==> src/sv/sfg_pkg.sv <==
// ----------------------------------------------------------------------------
// sfg_pkg
// Types, control-word layout and gap table shared by the shell sort core
// ----------------------------------------------------------------------------
package sfg_pkg;

  localparam int GAP_COUNT = 16;
  localparam int GAP_W     = 21;
  localparam int GI_W      = $clog2(GAP_COUNT);
  localparam int G_W       = GI_W + 1;
  localparam int STEP_W    = 4;

  localparam logic [GAP_W-1:0] GAP_TABLE [GAP_COUNT] = '{
    21'd1391376, 21'd463792, 21'd198768, 21'd86961,
    21'd33936,   21'd13776,  21'd4592,   21'd1968,
    21'd861,     21'd336,    21'd112,    21'd48,
    21'd21,      21'd7,      21'd3,      21'd1
  };

  typedef logic [STEP_W-1:0] step_t;

  // program addresses
  localparam step_t ST_LOAD  = 4'd0;
  localparam step_t ST_GTEST = 4'd1;
  localparam step_t ST_GSKIP = 4'd2;
  localparam step_t ST_ITEST = 4'd3;
  localparam step_t ST_HOLD  = 4'd4;
  localparam step_t ST_JTEST = 4'd5;
  localparam step_t ST_CMP   = 4'd6;
  localparam step_t ST_SHIFT = 4'd7;
  localparam step_t ST_WR    = 4'd8;
  localparam step_t ST_ORD   = 4'd9;
  localparam step_t ST_OWAIT = 4'd10;
  localparam step_t ST_BACK  = 4'd11;
  localparam step_t ST_DONE  = 4'd12;

  typedef enum logic [3:0] {
    C_NEVER,
    C_ALWAYS,
    C_NOT_LAST_ACC,
    C_G_END,
    C_SKIP,
    C_I_GE_N,
    C_J_LT_GAP,
    C_NOT_GT,
    C_K_EQ_N,
    C_OUT_BUSY
  } cond_t;

  typedef enum logic [1:0] {
    RD_NONE,
    RD_I,
    RD_JG,
    RD_K
  } rd_sel_t;

  typedef enum logic [1:0] {
    WR_NONE,
    WR_SHIFT,
    WR_HOLD
  } wr_sel_t;

  typedef struct packed {
    logic    in_rdy;
    logic    g_clr;
    logic    g_inc;
    logic    gap_ld;
    logic    i_ld;
    logic    i_inc;
    logic    j_ld;
    logic    j_sub;
    logic    hold_ld;
    rd_sel_t rd_sel;
    wr_sel_t wr_sel;
    logic    out_ld;
    logic    k_clr;
    logic    batch_clr;
    cond_t   cond;
    step_t   target;
  } ctl_t;

  typedef struct packed {
    logic last_acc;
    logic g_end;
    logic gap_skip;
    logic i_ge_n;
    logic j_lt_gap;
    logic not_gt;
    logic k_eq_n;
    logic out_busy;
  } stat_t;

  localparam ctl_t CTL_NOP = '{
    in_rdy: 1'b0, g_clr: 1'b0, g_inc: 1'b0, gap_ld: 1'b0, i_ld: 1'b0,
    i_inc: 1'b0, j_ld: 1'b0, j_sub: 1'b0, hold_ld: 1'b0, rd_sel: RD_NONE,
    wr_sel: WR_NONE, out_ld: 1'b0, k_clr: 1'b0, batch_clr: 1'b0,
    cond: C_NEVER, target: ST_LOAD
  };

endpackage

==> src/sv/sfg_ram.sv <==
// ----------------------------------------------------------------------------
// sfg_ram
// Generic single-write, single-read RAM with registered read data
// ----------------------------------------------------------------------------
module sfg_ram #(
  parameter int WIDTH = 16,
  parameter int DEPTH = 64
) (
  input  logic                     clk,
  input  logic                     we,
  input  logic [$clog2(DEPTH)-1:0] waddr,
  input  logic [WIDTH-1:0]         wdata,
  input  logic                     re,
  input  logic [$clog2(DEPTH)-1:0] raddr,
  output logic [WIDTH-1:0]         rdata
);

  logic [WIDTH-1:0] mem [DEPTH];

  always_ff @(posedge clk) begin
    if (we) begin
      mem[waddr] <= wdata;
    end
    if (re) begin
      rdata <= mem[raddr];
    end
  end

endmodule

==> src/sv/sfg_seq.sv <==
// ----------------------------------------------------------------------------
// sfg_seq
// Step counter and control-word ROM for the shell sort program
// ----------------------------------------------------------------------------
module sfg_seq (
  input  logic          clk,
  input  logic          rst_n,
  input  sfg_pkg::stat_t stat,
  output sfg_pkg::ctl_t  ctl
);
  import sfg_pkg::*;

  step_t step_r;
  step_t step_nxt;
  logic  take;

  function automatic ctl_t rom_word(input step_t s);
    ctl_t w;
    w = CTL_NOP;
    case (s)
      ST_LOAD: begin
        w.in_rdy = 1'b1; w.g_clr = 1'b1; w.k_clr = 1'b1;
        w.cond = C_NOT_LAST_ACC; w.target = ST_LOAD;
      end
      ST_GTEST: begin
        w.gap_ld = 1'b1; w.g_inc = 1'b1;
        w.cond = C_G_END; w.target = ST_ORD;
      end
      ST_GSKIP: begin
        w.i_ld = 1'b1;
        w.cond = C_SKIP; w.target = ST_GTEST;
      end
      ST_ITEST: begin
        w.rd_sel = RD_I; w.j_ld = 1'b1;
        w.cond = C_I_GE_N; w.target = ST_GTEST;
      end
      ST_HOLD: begin
        w.hold_ld = 1'b1;
      end
      ST_JTEST: begin
        w.rd_sel = RD_JG;
        w.cond = C_J_LT_GAP; w.target = ST_WR;
      end
      ST_CMP: begin
        w.cond = C_NOT_GT; w.target = ST_WR;
      end
      ST_SHIFT: begin
        w.wr_sel = WR_SHIFT; w.j_sub = 1'b1;
        w.cond = C_ALWAYS; w.target = ST_JTEST;
      end
      ST_WR: begin
        w.wr_sel = WR_HOLD; w.i_inc = 1'b1;
        w.cond = C_ALWAYS; w.target = ST_ITEST;
      end
      ST_ORD: begin
        w.rd_sel = RD_K;
        w.cond = C_K_EQ_N; w.target = ST_DONE;
      end
      ST_OWAIT: begin
        w.out_ld = 1'b1;
        w.cond = C_OUT_BUSY; w.target = ST_OWAIT;
      end
      ST_BACK: begin
        w.cond = C_ALWAYS; w.target = ST_ORD;
      end
      ST_DONE: begin
        w.batch_clr = 1'b1;
        w.cond = C_ALWAYS; w.target = ST_LOAD;
      end
      default: begin
        w.cond = C_ALWAYS; w.target = ST_LOAD;
      end
    endcase
    return w;
  endfunction

  // control word lookup
  always_comb begin
    ctl = rom_word(step_r);
  end

  // next step
  always_comb begin
    case (ctl.cond)
      C_NEVER:        take = 1'b0;
      C_ALWAYS:       take = 1'b1;
      C_NOT_LAST_ACC: take = !stat.last_acc;
      C_G_END:        take = stat.g_end;
      C_SKIP:         take = stat.gap_skip;
      C_I_GE_N:       take = stat.i_ge_n;
      C_J_LT_GAP:     take = stat.j_lt_gap;
      C_NOT_GT:       take = stat.not_gt;
      C_K_EQ_N:       take = stat.k_eq_n;
      C_OUT_BUSY:     take = stat.out_busy;
      default:        take = 1'b1;
    endcase
    step_nxt = take ? ctl.target : step_t'(step_r + 1'b1);
  end

  always_ff @(posedge clk) begin
    if (!rst_n) begin
      step_r <= ST_LOAD;
    end else begin
      step_r <= step_nxt;
    end
  end

endmodule

==> src/sv/shell_sort_fixed_gaps_core.sv <==
// ----------------------------------------------------------------------------
// shell_sort_fixed_gaps_core
// Batch loader and shell sorter with a fixed gap sequence, sorted words out
// ----------------------------------------------------------------------------
// Words are loaded one per cycle while the core is in its load step; a word
// with tlast closes the batch, which is then sorted in place in a store with
// one write and one registered read port, by gapped insertion passes driven by
// a small microprogram. A gap not smaller than the batch is skipped; for any
// other gap each element is held and larger elements a gap below it are shifted
// up until its place is found, then it is written there. The run is then read
// out one result at a time through the registered read port, each result
// waiting while the output register is still held. Words past MAX_ITEMS are
// dropped and the whole run is flagged in out_tuser. The core accepts no input
// between the closing word and the end of its run.
// ----------------------------------------------------------------------------
module shell_sort_fixed_gaps_core #(
  parameter int MAX_ITEMS  = 64,
  parameter int VALUE_BITS = 16
) (
  input  logic        clk,
  input  logic        rst_n,
  input  logic        in_tvalid,
  output logic        in_tready,
  input  logic [15:0] in_tdata,   // item_value
  input  logic        in_tlast,   // batch_end
  output logic        out_tvalid,
  input  logic        out_tready,
  output logic [15:0] out_tdata,  // sorted_value
  output logic        out_tlast,  // run_last
  output logic [0:0]  out_tuser   // overflowed
);
  import sfg_pkg::*;

  localparam int AW = $clog2(MAX_ITEMS);
  localparam int CW = $clog2(MAX_ITEMS + 1);
  localparam logic [CW-1:0] FULL = CW'(MAX_ITEMS);

  ctl_t  ctl;
  stat_t stat;

  logic [CW-1:0]         fill_r, i_r, j_r, k_r, gap_r;
  logic [G_W-1:0]        g_r;
  logic                  ovf_r, gap_skip_r;
  logic [VALUE_BITS-1:0] hold_r, rdata;
  logic [15:0]           out_data_r;
  logic                  out_valid_r, out_last_r, out_ovf_r;

  logic                  in_acc, full, out_busy, out_ld_en;
  logic                  we, re;
  logic [AW-1:0]         waddr, raddr;
  logic [VALUE_BITS-1:0] wdata;
  logic [CW-1:0]         jg;

  assign in_tready = ctl.in_rdy;
  assign in_acc    = in_tvalid && in_tready;
  assign full      = (fill_r == FULL);
  assign out_busy  = out_valid_r && !out_tready;
  assign out_ld_en = ctl.out_ld && !out_busy;
  assign jg        = j_r - gap_r;

  always_comb begin
    stat.last_acc = in_acc && in_tlast;
    stat.g_end    = (g_r == G_W'(GAP_COUNT));
    stat.gap_skip = gap_skip_r;
    stat.i_ge_n   = (i_r >= fill_r);
    stat.j_lt_gap = (j_r < gap_r);
    stat.not_gt   = !(rdata > hold_r);
    stat.k_eq_n   = (k_r == fill_r);
    stat.out_busy = out_busy;
  end

  sfg_seq u_seq (
    .clk   (clk),
    .rst_n (rst_n),
    .stat  (stat),
    .ctl   (ctl)
  );

  // store port selection
  always_comb begin
    we    = 1'b0;
    waddr = fill_r[AW-1:0];
    wdata = VALUE_BITS'(in_tdata);
    case (ctl.wr_sel)
      WR_SHIFT: begin
        we = 1'b1; waddr = j_r[AW-1:0]; wdata = rdata;
      end
      WR_HOLD: begin
        we = 1'b1; waddr = j_r[AW-1:0]; wdata = hold_r;
      end
      default: begin
        we = in_acc && !full;
      end
    endcase
    re    = 1'b1;
    raddr = i_r[AW-1:0];
    case (ctl.rd_sel)
      RD_I:    raddr = i_r[AW-1:0];
      RD_JG:   raddr = jg[AW-1:0];
      RD_K:    raddr = k_r[AW-1:0];
      default: re = 1'b0;
    endcase
  end

  sfg_ram #(
    .WIDTH (VALUE_BITS),
    .DEPTH (MAX_ITEMS)
  ) u_store (
    .clk   (clk),
    .we    (we),
    .waddr (waddr),
    .wdata (wdata),
    .re    (re),
    .raddr (raddr),
    .rdata (rdata)
  );

  // control registers
  always_ff @(posedge clk) begin
    if (!rst_n) begin
      fill_r      <= '0;
      ovf_r       <= 1'b0;
      g_r         <= '0;
      k_r         <= '0;
      out_valid_r <= 1'b0;
    end else begin
      if (ctl.batch_clr) begin
        fill_r <= '0;
        ovf_r  <= 1'b0;
      end else if (in_acc) begin
        if (full) begin
          ovf_r <= 1'b1;
        end else begin
          fill_r <= fill_r + 1'b1;
        end
      end
      if (ctl.g_clr) begin
        g_r <= '0;
      end else if (ctl.g_inc) begin
        g_r <= g_r + 1'b1;
      end
      if (ctl.k_clr) begin
        k_r <= '0;
      end else if (out_ld_en) begin
        k_r <= k_r + 1'b1;
      end
      if (out_ld_en) begin
        out_valid_r <= 1'b1;
      end else if (out_tready) begin
        out_valid_r <= 1'b0;
      end
    end
  end

  // sort datapath
  always_ff @(posedge clk) begin
    if (ctl.gap_ld) begin
      gap_skip_r <= (GAP_TABLE[g_r[GI_W-1:0]] >= GAP_W'(fill_r));
      gap_r      <= GAP_TABLE[g_r[GI_W-1:0]][CW-1:0];
    end
    if (ctl.i_ld) begin
      i_r <= gap_r;
    end else if (ctl.i_inc) begin
      i_r <= i_r + 1'b1;
    end
    if (ctl.j_ld) begin
      j_r <= i_r;
    end else if (ctl.j_sub) begin
      j_r <= jg;
    end
    if (ctl.hold_ld) begin
      hold_r <= rdata;
    end
    if (out_ld_en) begin
      out_data_r <= 16'(rdata);
      out_last_r <= (CW'(k_r + 1'b1) == fill_r);
      out_ovf_r  <= ovf_r;
    end
  end

  assign out_tvalid   = out_valid_r;
  assign out_tdata    = out_data_r;
  assign out_tlast    = out_last_r;
  assign out_tuser[0] = out_ovf_r;

  a_fill_bound: assert property (@(posedge clk) disable iff (!rst_n)
    fill_r <= FULL)
    else $error("fill count beyond store depth");

  a_drop_flags: assert property (@(posedge clk) disable iff (!rst_n)
    (in_acc && full) |=> ovf_r)
    else $error("dropped word did not set overflow");

  a_sort_addr: assert property (@(posedge clk) disable iff (!rst_n)
    (ctl.wr_sel != WR_NONE) |-> (j_r < fill_r))
    else $error("sort write outside the batch");

  a_out_addr: assert property (@(posedge clk) disable iff (!rst_n)
    out_ld_en |-> (k_r < fill_r))
    else $error("result read outside the batch");

  a_no_load_in_sort: assert property (@(posedge clk) disable iff (!rst_n)
    in_tready |-> (ctl.wr_sel == WR_NONE && !ctl.out_ld))
    else $error("input taken while sorting or emitting");

endmodule

==> config.mk <==
export PLATFORM = sky130hd
export DESIGN_NAME = shell_sort_fixed_gaps_core
export DESIGN_NICKNAME = d
export VERILOG_FILES = /design/src/sv/sfg_pkg.sv /design/src/sv/sfg_ram.sv /design/src/sv/sfg_seq.sv /design/src/sv/shell_sort_fixed_gaps_core.sv
export SDC_FILE = /design/constraint.sdc
export NUM_CORES = 2
export LEC_CHECK = 0
export BUFFER_PORTS_ARGS = -buffer_cell sky130_fd_sc_hd__buf_2
export CAP_MARGIN = 10
export CORE_MARGIN = 2
export CORE_UTILIZATION = 58
export DETAILED_ROUTE_END_ITERATION = 7
export PLACE_DENSITY = 0.76
export REMOVE_ABC_BUFFERS = 1
export SLEW_MARGIN = 20
export SYNTH_ARGS = -nofsm -noshare
export SYNTH_HDL_FRONTEND = slang
export SYNTH_SLANG_ARGS = --single-unit
==> constraint.sdc <==
create_clock -name clk -period 10.9 [get_ports clk]
set_input_delay 1.635 -clock clk [delete_from_list [all_inputs] [get_ports clk]]
set_output_delay 1.635 -clock clk [all_outputs]
set_load 0.05 [all_outputs]
* Word level (Yosys, flattened, before mapping)
Memories as Yosys holds them, arrays and structs flattened. A register that Yosys moved wholly into a read port is not among the register bits.
Cells that the tools add are included.
** Storage, ports and cells
- ROM bits :: 336
- Memory bits (writable) :: 1024
- Bits in registers :: 81
- Word-level logic and storage cells :: 111
- Output and inout port bits :: 20
- Memories :: 2
- Input bits :: 21
** Memory list
- u_store.mem :: words 64, bits a word 16, rd ports 1, clocked after Yosys merged registers in 1, wr ports 1, line sfg_ram.sv:18 : logic [WIDTH-1:0] mem [DEPTH];
- (no name shown) :: words 16, bits a word 21, rd ports 1, clocked after Yosys merged registers in 0, wr ports 0, line shell_sort_fixed_gaps_core.sv:159 : gap_r <= GAP_TABLE[g_r[GI_W-1:0]][CW-1:0];
** Cells by class
- Magnitude comparators :: 5
- Reduce and logical (&&, ||, !) cells :: 22
- Bitwise logic cells :: 3
- Eq/ne operators :: 29
- Mux-type cells :: 30
- Add/subtract/negate cells :: 6
** Operators by type and width (number)
- $pmux W8 S12 :: 1
- $mux W21 :: 2
- $eq A4 B3 Y1 const B :: 8
- $pmux W16 S2 :: 1
- $eq A4 B4 Y1 const B :: 7
- $mux W7 :: 4
- $add A7 B1 Y7 const B :: 3
- $ge A21 B7 Y1 :: 1
- $eq A4 B2 Y1 const B :: 4
- $gt A16 B16 Y1 :: 1
- $eq A7 B7 Y1 :: 2
- $mux W1 :: 14
- $pmux W6 S2 :: 1
- $pmux W1 S9 :: 1
- $logic_not A4 Y1 :: 2
- $reduce_or A2 Y1 :: 4
- $eq A7 B7 Y1 const B :: 1
- $ge A7 B7 Y1 :: 1
- $lt A7 B7 Y1 :: 1
- $sub A7 B7 Y7 :: 1
- $eq A2 B2 Y1 const B :: 3
- $mux W6 :: 1
- $pmux W2 S3 :: 1
- $reduce_bool A2 Y1 :: 3
- 15 further kinds :: 27

* Depth between registers and ports, before layout
- Depth after elaboration :: 7
- Mapped depth :: 15
- Gate-level depth less buffers :: 14

* Modules after synthesis
From an unflattened synthesis, not the netlist that was laid out.
** Unflattened totals
- Cells, all modules :: 2392
- Area, all modules :: 45582.5 um^2
** By module, submodules not included
- sfg_ram :: cells an instance 1829, sequential area each 31230.0 um^2, area each 40202.3 um^2, instances 1
- shell_sort_fixed_gaps_core :: cells an instance 470, sequential area each 2102.0 um^2, area each 4687.0 um^2, instances 1
- sfg_seq :: cells an instance 93, sequential area each 80.1 um^2, area each 693.2 um^2, instances 1

* Worst setup path after synthesis
No wires, ideal clock.
- Path type :: flip-flop to flip-flop
- Start point :: register u_seq.step_r[3]
- End point :: memory u_store.mem[0][10], data pin
- Setup slack :: 5.277 ns
- Data arrival time :: 4.922 ns
- Period minus slack after synthesis :: 5.623 ns
- Data required time :: 10.198 ns
- Stages on the path, launching flop included :: 13
- Library setup time :: 0.702 ns
- Buffers on the path :: 7
- Cells stage by stage :: dfxtp_1 -> buf_4 -> buf_2 -> buf_2 -> buf_1 -> nor2_1 -> nand2_1 -> inv_1 -> ha_1 -> clkbuf_1 -> clkbuf_1 -> clkbuf_1 -> o21ai_0
** On the way
- Cells in the longest elaborated chain, start to end :: 4
- Elaborated cells between the ends (all ways) :: 6
- Those cells by class :: 4 x eq/ne; 2 x mux
** Ends and longest elaborated chain
- start, declared :: line sfg_seq.sv:13 : step_t step_r;
- start signal, assigned :: line sfg_seq.sv:104 : step_r <= step_nxt;
- $eq A4 B4 Y1 or $eq A4 B3 Y1 (tied branches) :: line sfg_seq.sv:20 : case (s)
- $pmux W2 S2 * :: line sfg_seq.sv:20
- $eq A2 B2 Y1 or $eq A2 B1 Y1 (tied branches) :: line shell_sort_fixed_gaps_core.sv:84 : case (ctl.wr_sel)
- $pmux W16 S2 * :: line shell_sort_fixed_gaps_core.sv:84
- net u_store.wdata[10] :: line sfg_ram.sv:12 : input logic [WIDTH-1:0] wdata,
- end, declared :: line sfg_ram.sv:18
The timed path passes the listed nets; every way through them passes the cells marked *.

* Worst setup path in the final report
- Start point :: register u_seq.step_r[0]
- End point :: register u_store.rdata[1], read port of u_store.mem, data pin
** On the way
- Cells in the longest elaborated chain, start to end :: 5
- Elaborated cells between the ends (all ways) :: 10
- Those cells by class :: 6 x eq/ne; 3 x mux; 1 x reduce/logical
** Ends and longest elaborated chain
- $eq A4 B4 Y1, or another cell as far along :: line sfg_seq.sv:20
- $pmux W2 S3 * :: line sfg_seq.sv:20
- $eq A2 B2 Y1 or $eq A2 B1 Y1 (tied branches) :: line shell_sort_fixed_gaps_core.sv:97 : case (ctl.rd_sel)
- $reduce_or A3 Y1 (no line)
- $mux W1 :: line shell_sort_fixed_gaps_core.sv:97
- end, declared :: line sfg_ram.sv:15 : output logic [WIDTH-1:0] rdata
Every way passes the cells marked *; elsewhere a longest branch is shown, timed or not.
A chain may end at the register's enable or synchronous reset.

==> summary.md <==
| Metric | Value |
|---|---|
| Status | `finished, final reports clean` |
| Design Power | `13.9 mW` |
| Clock-pin slew on the worst setup and hold paths | `70 ps` |
| Unique cell type count in the Yosys netlist | `72` |
| Synth area leaders | `edfxtp_1, mux2i_1, nand2_1` |
| Required time of the critical path | `11300 ps` |
| Skew-Pair Late Insertion Delay | `roughly 700 ps` |
| Initial Utilization | `58.8%` |
| Final nets | `3258` |
| Slew HR | `25.0%` |
| Synth-to-Final Area Change | `11.4%` |
| Peak supply drop | `~0.26 mV` |
| Period utilization | `47.0%` |
| Top cell type by total area after synthesis | `edfxtp_1` |
| CTS tree | `built` |
| Clock sinks | `1121` |
| Max FO, Critical Path | `126` |
| Post-DP HPWL | `a little under 70 mm` |
| Maximum clock path buffer count | `3` |
| Crit path DAT | `5520 ps` |
| Vias in the first global route | `around 27000` |
| Synth Instances | `3092` |
| Total Wirelength | `about 110 mm` |
| Vias per cell | `6.30` |
| Die X | `290 um` |
| FF+latch count, synth | `1121` |
| Max-Cap Viols | `0` |
| Overflow left after global routing | `0` |
| Worst setup EP type | `flip-flop` |
| Htree depth | `3` |
| FMAX | `195 MHz` |
| Row cnt | `104` |
| Worst slew pin tran | `1130 ps` |
| DRC | `0` |
| Initial antenna violation count | `0` |
| Final setup violation count | `0` |
| Share of layout cells above drive strength 1 | `13.1%` |
| Seq/Total Area, Yosys | `between 70 and 80%` |
| Core area | `a little over 80000 um^2` |
| Slew Limit Fails | `0` |
| Most frequent cell after synthesis | `edfxtp_1` |
| Startpoint types | `flip-flop` |
| Leakage | `19.8 nW` |
| Post-Syn Area | `around 47000 um^2` |
| GPL Wtd Cong | `between 0.9 and 1` |
| Detail Route Antenna Nets | `0` |
| Number of port buffers | `40` |
| Hold WC Path Type | `reg -> reg` |
| Place WS | `between 5000 and 6000 ps` |
| Average size of a mapped cell | `approximately 15 um^2` |
| Core Util, Final | `roughly two thirds` |
| GR Util All Layers | `27.1%` |
| WHS | `461 ps` |
| Clock buffer count from CTS | `109` |
| TritonRoute pass-1 iters | `6` |
| Crit path time final | `5120 ps` |
| Post-cts resize count | `0` |
| Final Worst Setup Slack | `roughly 5800 ps` |
| Post-CTS Setup Inserts | `0` |
| Synth top cells by count | `edfxtp_1, mux2i_1, nand2_1, nand3_1, nor2_1` |
| Clk_skew | `around 40 ps` |
| Synth Warn # | `0` |
| Pin count of the biggest net entering global routing | `144` |
| Hold path cells | `0` |
| Final std cells w/o fill | `roughly 4300` |
| Root buf cell | `clkbuf_16` |
| Die Ht | `290 um` |
| Crit Path Class | `reg -> reg` |
| Vias post-DR | `27300` |
| First-pass GRT wire length | `171 mm` |
| R2R cell count | `10` |
| Placed Cells | `4132` |
| Synth top area share | `around 69%` |
| Power density cells | `between 200 and 300 nW/um^2` |
| Num ports | `roughly 40` |
| Iter 0 DRT Violations | `3463` |
| Primary FF master, synth | `edfxtp_1` |
| Hold-fix buffers, CTS | `0` |
| Ys async rst share | `0%` |
| Unrepaired setup endpoints after global routing | `false` |
| Die ar. | `84100 um^2` |
| Post-synth EDFFs | `1096` |
| Final hold violations | `0` |
| DR WL/cell | `roughly 27 um` |
placed cells by master (no fill, tap or decap), drive strengths merged, types with 8 or more instances in the layout:
cell type / n
dfxtp: 25
inv: 53
mux2: 67
a21oi: 105
a32o: 35
buf: 146
edfxtp: 1096
o21ai: 72
mux2i: 600
nor4: 19
nor3: 14
o22ai: 32
bufinv: 16
clkinv: 53
clkbuf: 129
nor2: 116
ha: 53
nand3: 121
a22oi: 18
xor2: 17
nand2b: 8
nor2b: 9
xnor2: 21
nand2: 339
layout make-up:
| type | count | area, um^2 |
|---|---|---|
| repair buffers | 146 | 1020 |
| flip-flops and latches | 1121 | 33400 |
| well taps | 1060 | 1330 |
| diodes | 1 | 2.50 |
| multi-input cells | 1752 | 13100 |
| clock buffers | 129 | 2870 |
| clock inverters | 76 | 851 |
| inverters | 53 | 199 |
| fillers | 5483 | 27900 |
worst paths after layout:
path	end	slack, ps	start
min reg2reg	out_tuser	460	ovf_r
max reg2reg	u_store.rdata[1]	5780	u_seq.step_r[0]
max	u_store.rdata[1]	5780	u_seq.step_r[0]
min	out_tuser	460	ovf_r
critical path, stage by stage (launching register included):
cell and delay, ps:
dfxtp_1 410, ha_1 790, and4b_1 330, a211oi_2 90, nand2_8 660, buf_4 950
mux2i_1 280, mux2i_1 90, mux2_2 310, o22ai_1 560, nor4_1 160
stage by stage:
stage               instance area [um^2]  setup TNS [ps]
floorplan                          46500         -127210
global placement                   49100               0
detailed placement                 49100               0
CTS                                52800               0
global route                       52800               0
finish                             52800               0
cells by family (layout without fill, tap and decap cells):
logic type,count (synthesis),count (layout),synth area share [%]
simple gates,663,663,6.25
buf+inv,219,404,2.32
mux,667,667,14.3
fa+ha+maj,55,55,1.46
xor+xnor,38,38,0.702
compound gates,329,329,4.55
other cells,0,1,0
flops,1121,1121,70.5
flip-flops by register name, indices dropped and copies added, names as in the netlist, 7 cells and up:
signal / flops
gap_r: 7
out_tdata: 16
fill_r: 7
u_store.mem: 1024
hold_r: 16
u_store.rdata: 16
k_r: 7
i_r: 7
j_r: 7
layer usage:
metal,global-route usage [%],wire [um]
met1,38.4,47100
met2,41.6,52400
met3,5.47,11000
met4,11.1,4510
met5,0,0
where the power goes:
| group | leakage [nW] | total [mW] | switching, mW | internal [mW] |
|---|---|---|---|---|
| clock network | 1.80 | 3.87 | 1.61 | 2.26 |
| logic | 7.92 | 4.82 | 3.11 | 1.71 |
| registers | 10.1 | 5.19 | 0.0880 | 5.10 |
Power figures use the tool's default switching activity.
